==> src/rtl/cdhr_ram.sv <==
// Generic simple dual-port RAM, one write and one registered read port.
// No dependencies.
module cdhr_ram #(
  parameter int WIDTH = 8,
  parameter int DEPTH = 256
) (
  input  logic                     clk,
  input  logic                     we,
  input  logic [$clog2(DEPTH)-1:0] waddr,
  input  logic [WIDTH-1:0]         wdata,
  input  logic [$clog2(DEPTH)-1:0] raddr,
  output logic [WIDTH-1:0]         rdata
);
  logic [WIDTH-1:0] mem [DEPTH];

  always_ff @(posedge clk) begin
    if (we) begin
      mem[waddr] <= wdata;
    end
    rdata <= mem[raddr];
  end
endmodule

==> config.mk <==
export PLATFORM = sky130hd
export DESIGN_NAME = cdhr_ram
export DESIGN_NICKNAME = d
export VERILOG_FILES = /design/src/rtl/cdhr_ram.sv
export SDC_FILE = /design/constraint.sdc
export NUM_CORES = 2
export LEC_CHECK = 0
export ABC_AREA = 0
export BUFFER_PORTS_ARGS = -buffer_cell sky130_fd_sc_hd__buf_2
export CORE_MARGIN = 1
export CORE_UTILIZATION = 53
export DETAILED_ROUTE_END_ITERATION = 6
export HOLD_SLACK_MARGIN = 0.15
export PLACE_DENSITY = 0.65
export SETUP_SLACK_MARGIN = 0.1
export SYNTH_ARGS = -nofsm -noshare
export SYNTH_HDL_FRONTEND = slang
export SYNTH_SLANG_ARGS = --single-unit
==> constraint.sdc <==
create_clock -name clk -period 6 [get_ports clk]
set_input_delay 0.3 -clock clk [delete_from_list [all_inputs] [get_ports clk]]
set_output_delay 0.3 -clock clk [all_outputs]
set_load 0.1 [all_outputs]
==> qor.yml <==
routed_wl_um: 193000
drtAntennaViolNets: 0
synthCells: 3733
powerDensity_nw_per_um2: 334
cts_tree: "yes"
grt_pass1_wl_um: 277000
cts_buffers: 200
cts_resized: 0
dr.pass1.iters: 7
hp-class: "in -> reg"
drv_slew: 0
htree_levels: 4
core_area_um2: 148000
start_util_pct: 53.6
clk_latency_ps: 820
status: "complete, no violations"
final_common_cell: "edfxtp_1"
tightestPinTransition_ps: 1380
arrival_ps: 3790
min_from: "waddr[0]"
postPlaceCellArea_um2: 81700
whs_ps: 221
crit_buf_inv: 3
crit_family: "simple AND/OR/NAND/NOR gates"
grt_use_total_pct: 25.8
critPathRequiredTime_ps: 6420
max_stage_delay_ps: 880
clock_sinks: 2056
ys.warnings.count: 0
dp.cells: 5615
endpoint_kind: "register"
timing.rr.end: "rdata[0]"
utilization_pct: 59.4
drive_gt1_share_pct: 21.5
drt-wirelength-per-cell_um: 32.2
fmaxAchievable_mhz: 297
maxCapViolations: 0
die_w_um: 389
post-route-min-period_ps: 3370
hold_viol: 0
final_cells: 6002
ir_worst_vdd_mv: 0.321
crit_slowest_cell: "nand4_1"
crit_path_max_fanout: 10
grt_start_max_net_pins: 155
relSlewSlack_pct: 7.20
reg2reg_from: "mem[84][0]"
clkTransAtPathRegs_ps: 60
syn_to_final_growth_pct: 10.8
p_leak_nw: 27.0
worstRegToRegCells: 5
cts_root_buf: "clkbuf_16"
fin_nets: 3852
post-route-period-util_pct: 56.1
fin_tns_setup_ps: 0
design_area_um2: 88100
crit_path_end: "mem[55][3]"
dp_slack_ps: 2070
criticalPathCategory: "in -> reg"
row_count: 141
setup_ws_ps: 2630
mostFrequentLayoutCells: "2048 x edfxtp_1, 454 x mux4_2, 279 x nor2_1"
rsz0062_at_grt: "no"
overflow: 0
design.die.area_um2: 152000
syn_area_um2: 79600
antenna_found_initial: 14
vias: 38800
path_depth: 6
finalClockSkew_ps: 31.0
gp_congestion: 0.876
die_h_um: 389
synth.avg_cell_area_um2: 21.3
synth_cell_types: 55
syn_nets: 3759
cts_max_path_buffers: 3
timing.reg2reg.setup_slack_ps: 3020
hpwl_um: 115000
startpoint: "waddr[2]"
port-buffer-count: 33
synth-seq-cells: 2056
startpoint_type: "input port"
grt_pass1_vias: 38300
crit_chain: "dlygate4sd3_1, buf_2, nor2b_1, nand4_1, buf_4, nor2_1"
fillers: 10400
finalSetupViolations: 0
yosysSeqAreaShare_pct: 77.5
total_power_mw: 29.5
vias_per_cell: 6.46
dr.first_iter.drc_count: 4767
drcViolationCount: 0
ios: 34
==> synth_stat cells, drive strengths merged <==
library cell / number / area share (%)
or3b: 1 / 0.011
edfxtp: 2048 / 77
nor2b: 31 / 0.24
o22ai: 28 / 0.22
dfxtp: 8 / 0.20
o221ai: 47 / 0.53
o211ai: 10 / 0.094
nand4: 10 / 0.079
clkbuf: 111 / 0.52
nand2: 33 / 0.16
a31oi: 2 / 0.016
nand3b: 2 / 0.019
and3: 1 / 0.0079
a22oi: 133 / 1.3
buf: 122 / 1.3
a21oi: 96 / 0.60
clkinv: 1 / 0.0047
and2: 6 / 0.047
a21boi: 1 / 0.0094
nor4: 27 / 0.24
a2111oi: 5 / 0.066
or2b: 1 / 0.0094
a221oi: 14 / 0.16
a311oi: 2 / 0.022
nor3: 22 / 0.14
inv: 1 / 0.0047
or2: 4 / 0.031
o21ai: 12 / 0.075
nand3: 34 / 0.21
nor4b: 1 / 0.011
and3b: 2 / 0.022
o32ai: 5 / 0.064
mux2: 1 / 0.014
nand2b: 8 / 0.063
nor2: 282 / 1.3
a211oi: 16 / 0.15
mux4: 456 / 13
o311ai: 1 / 0.011
a22o: 8 / 0.088
mux2i: 134 / 1.7
o22a: 5 / 0.055
nor3b: 1 / 0.0094
==> what timing repair did <==
action                                 in CTS  in global routing
hold buffers                               11                  0
endpoints found under the hold margin     681                  0
setup buffers                               0                  0
==> state kept, by name, indices dropped and copies added, names as in the netlist <==
name,flops
rdata,8
mem,2048
==> metal layers <==
layer	routed length [um]	global-route usage, %	share of wire (%)	vias to the layer above
li1	-	-	-	15900
met4	5140	7.38	2.7	16
met2	90200	38.9	47	1934
met1	78800	37.9	41	20600
met5	98	0	0.051	-
met3	19000	6.17	9.8	297
==> worst min path at each step <==
stage,end,slack (ps),depth (start not counted)
2_1_floorplan,mem[0][0],400,0
3_3_place_gp,mem[87][1],730,1
3_5_place_dp,mem[87][1],750,1
4_1_cts,mem[151][6],170,3
5_1_grt,mem[151][7],200,3
6_report,mem[151][2],220,3
==> logic make-up after synthesis <==
family	synth area share [%]
mux	14.6
simple gates	2.63
buf+inv	1.83
flops	77.5
compound gates	3.42
==> worst min-delay path, stage by stage <==
cell     delay (ps)
buf_2           160
nand3_1         150
nor2_1          190
==> power breakdown <==
part	leakage, nW	switching [mW]	internal [mW]
sequential	18.5	0.0353	15.8
combinational	5.44	1.01	0.464
clock	3.05	5.29	6.82
==> final cells by class <==
cell class              count  area [um2]  share of cell area, %
diodes                      7        17.5                 0.0199
clock buffers             254        5270                   5.98
clock inverters           115        1030                   1.17
inverters                   2        7.51                0.00852
multi-input cells        1442       16500                   18.7
flip-flops and latches   2056       61700                   70.0
well taps                2002        2500                   2.84
repair buffers            124        1130                   1.28
(Power assumes the default switching activity.)
