`config.mk`:
```
export PLATFORM = sky130hd
export DESIGN_NAME = cdhr_div
export DESIGN_NICKNAME = d
export VERILOG_FILES = /design/src/rtl/cdhr_div.sv
export SDC_FILE = /design/constraint.sdc
export NUM_CORES = 1
export LEC_CHECK = 0
export ABC_CLOCK_PERIOD_IN_PS = 4440
export BUFFER_PORTS_ARGS = -buffer_cell sky130_fd_sc_hd__buf_4
export CORE_UTILIZATION = 54
export DETAILED_ROUTE_END_ITERATION = 10
export GPL_TIMING_DRIVEN = 1
export MAX_ROUTING_LAYER = met4
export PLACE_DENSITY = 0.91
export SETUP_SLACK_MARGIN = 0.1
export SYNTH_ARGS = -nofsm -noshare
export SYNTH_HDL_FRONTEND = slang
export SYNTH_SLANG_ARGS = --single-unit
```
`constraint.sdc`:
```
create_clock -name clk -period 4.44 [get_ports clk]
set_clock_uncertainty 0.2 [all_clocks]
set_input_delay 0.444 -clock clk [delete_from_list [all_inputs] [get_ports clk]]
set_output_delay 0.444 -clock clk [all_outputs]
set_load 0.02 [all_outputs]
```
`src/rtl/cdhr_div.sv`:
```
// Restoring divider, one quotient bit per cycle.
// Does not use cdhr_pkg; no submodules.
module cdhr_div #(
  parameter int NUM_W = 24,
  parameter int DEN_W = 16
) (
  input  logic             clk,
  input  logic             rst,
  input  logic             start,
  input  logic [NUM_W-1:0] num,
  input  logic [DEN_W-1:0] den,
  output logic             done,
  output logic [NUM_W-1:0] quot,
  output logic [DEN_W-1:0] rem
);
  localparam int CW = $clog2(NUM_W + 1);

  logic [CW-1:0]    cnt;
  logic             busy;
  logic [DEN_W-1:0] dsor;
  logic [DEN_W:0]   trial;
  logic [DEN_W:0]   diff;
  logic             ge;

  always_comb begin
    trial = {rem, quot[NUM_W-1]};
    diff  = trial - {1'b0, dsor};
    ge    = trial >= {1'b0, dsor};
  end

  always_ff @(posedge clk) begin
    if (rst) begin
      busy <= 1'b0;
      done <= 1'b0;
      cnt  <= '0;
    end else begin
      done <= 1'b0;
      if (start) begin
        quot <= num;
        rem  <= '0;
        dsor <= den;
        cnt  <= CW'(NUM_W);
        busy <= 1'b1;
      end else if (busy) begin
        if (ge) begin
          rem  <= diff[DEN_W-1:0];
          quot <= {quot[NUM_W-2:0], 1'b1};
        end else begin
          rem  <= trial[DEN_W-1:0];
          quot <= {quot[NUM_W-2:0], 1'b0};
        end
        cnt <= cnt - CW'(1);
        if (cnt == CW'(1)) begin
          busy <= 1'b0;
          done <= 1'b1;
        end
      end
    end
  end
endmodule

```
==> impl_metrics.py <==
metrics = {
    "clock_tree": {
        "cts_resized": 0,
        "clk_latency_ns": 0.35,
        "cts_buffers": 9,
        "htree_levels": 3,
        "path_clk_slew_ns": 0.08,
        "cts_sinks": 63,
        "cts_tree": "built",
        "cts_hold_buf": 0,
        "clockRootBuffer": "clkbuf_8",
        "postCtsSetupRepairBufs": 0,
        "cts.path.max_buffers": 2,
    },
    "place": {
        "hpwlAfterDp_mm": 6.05,
        "gp_congestion": 0.945,
        "port-buffer-count": 83,
        "place_ws_ns": 1.26,
        "placed_cells": 457,
    },
    "setup_path": {
        "cp.required_ns": 4.35,
        "endpoint_kind": "flip-flop",
        "critPathMaxFanout": 11,
        "startpoint_type": "flip-flop",
        "cp.arrival_ns": 3.13,
        "critPathKind": "reg2reg",
    },
    "job": {
        "drv_cap": 0,
    },
    "logic_synthesis": {
        "synthCells": 313,
        "async_flop_share_pct": 0,
        "synth_nets": 375,
        "yosys_warnings": 0,
        "synth_seq_cells": 63,
        "syn_area_sq_mm": 0.00359,
        "ys_types": 53,
        "synthFlopType": "edfxtp_1",
        "syn_avg_cell_area_sq_um": 11.5,
        "synth_edf_count": 56,
        "yosysSeqAreaShare_pct": 50.7,
    },
    "routing": {
        "first_pass_iters": 5,
        "num_vias": 2891,
        "top_layer": "met4",
        "routedWlPerCell_microns": 18.2,
        "wl_met2_mm": 4.17,
        "first_iter_violations": 253,
        "wl_met3_microns": 781,
        "wl_met1_mm": 3.43,
        "drt_wl_total_mm": 8.60,
        "drc": 0,
        "vias_per_cell": 6.11,
        "final_antenna_net_count": 0,
    },
    "final_layout": {
        "area_delta_synth_final_pct": 24.1,
        "seq_area_sq_mm": 0.00182,
        "instances_no_fill": 473,
        "layout_common_cells": "86 x buf_4, 56 x edfxtp_1, 24 x mux2_2",
        "layout-drive-gt1-share_pct": 35.6,
        "layout_commonest_cell": "buf_4",
        "nNetsFinal": 453,
        "multiInputGateArea_sq_mm": 0.00160,
        "diodes": 0,
        "final_util_pct": 69.8,
        "nFillCells": 470,
    },
    "global_routing": {
        "grt_overflow_total": 0,
        "grt_start_max_net_pins": 41,
        "antenna_found_initial": 0,
        "globalRouteTotalUtil_pct": 26.2,
        "grt_pass1_wl_mm": 13.7,
        "grt_pass1_vias": 2836,
    },
    "timing": {
        "period_share_pct": 72.6,
        "setup_viol_count_final": 0,
        "whs_ns": 0.0635,
        "relSlewSlack_pct": 22.5,
        "rsz0062_at_grt": "false",
        "fmax_mhz": 310,
        "worst_pin_slew_ns": 1.16,
        "setup_slack_ns": 1.22,
        "finalHoldViolations": 0,
        "maxSlewViolCount": 0,
        "tns_ns": 0,
        "min_period_ns": 3.22,
    },
    "run_status": {
        "status": "finished clean",
    },
    "floorplan": {
        "start_util_pct": 56.3,
        "die_w_microns": 83.6,
        "num_rows": 29,
        "num_io_pins": 84,
        "die_area_sq_mm": 0.00698,
        "coreArea_sq_mm": 0.00639,
        "die_h_microns": 83.6,
    },
    "pwr": {
        "leakage_uw": 0.00184,
        "ir_drop_v": 0.000364,
        "p_per_area_mw_per_mm2": 407,
    },
    "worst_hold_path": {
        "hold_path.class": "in2reg",
    },
}
[cells in the mapped netlist, types with 2 or more instances]
master	instances	area, sq um
dfxtp_1	7	140
nand3_1	8	40.0
clkbuf_1	13	48.8
o21a_1	2	15.0
nand4_1	4	25.0
nand2b_1	3	18.8
o31ai_1	7	52.6
nand2_1	17	63.8
nor3_1	8	40.0
nor4b_1	2	17.5
xnor2_1	10	87.6
o211ai_1	4	30.0
a21o_1	5	37.5
edfxtp_1	56	1680
o311a_1	3	30.0
o21ai_0	11	55.1
mux2_2	24	270
ha_1	18	225
or3_1	2	12.5
a31oi_1	3	18.8
buf_2	2	10.0
buf_6	2	22.5
o221ai_1	2	17.5
mux2i_1	5	50.1
a211o_1	2	17.5
nor2_1	18	67.6
o311ai_0	8	70.1
and3_1	2	12.5
a31o_2	7	61.3
a21oi_1	13	65.1
inv_1	23	86.3
[logic make-up after synthesis]
| group | Yosys count | synth area share, % |
|---|---|---|
| buf+inv | 42 | 4.91 |
| fa+ha+maj | 19 | 6.82 |
| flops | 63 | 50.7 |
| xor+xnor | 11 | 2.68 |
| mux | 30 | 9.33 |
| simple gates | 73 | 10.5 |
| compound gates | 75 | 15.1 |
[cell type report]
| cell class | instances | share of cell area, % |
|---|---|---|
| repair buffers | 86 | 14.5 |
| clock inverters | 6 | 1.57 |
| multi-input cells | 208 | 35.9 |
| flip-flops and latches | 63 | 40.8 |
| well taps | 77 | 2.16 |
| clock buffers | 10 | 3.09 |
| inverters | 23 | 1.94 |
[state kept, by name (all words and copies together) (netlist names)]
name,count
cnt,5
rem,16
dsor,16
busy,1
quot,24
done,1
[through the flow]
stage               power [uW]  area, sq um
global route              1890         4460
floorplan                 1130         3590
CTS                       1810         4460
finish                    1820         4460
global placement          1280         4250
detailed placement        1300         4250
[per-layer routing]
layer	up-vias	track usage, %
met5	-	-
met4	0	10.9
met3	25	7.42
met2	157	42.2
met1	1357	30.8
li1	1352	-
[power by group]
part           total [uW]  switching [uW]  internal, uW
clock                 520             244           276
combinational         549             313           236
sequential            748            34.4           713
total                1820             590          1230
[path summary, 6_finish.rpt]
kind              depth (start not counted)      end  slack [ns]    start
setup / recovery                          7   rem[1]        1.22  rem[13]
hold / removal                            1  dsor[9]        0.06   den[9]
hold reg to reg                           2   cnt[1]        0.35   cnt[1]
setup reg to reg                          7   rem[1]        1.22  rem[13]
[critical path, cell delays in order (launching register included)]
cell and delay, ns:
edfxtp_1 0.41, ha_1 0.41, a21o_1 0.23, a211o_1 0.34, or3_4 0.44, nor3_4 0.47
nor3_2 0.17, mux2_4 0.32
Power figures use the tool's default switching activity.
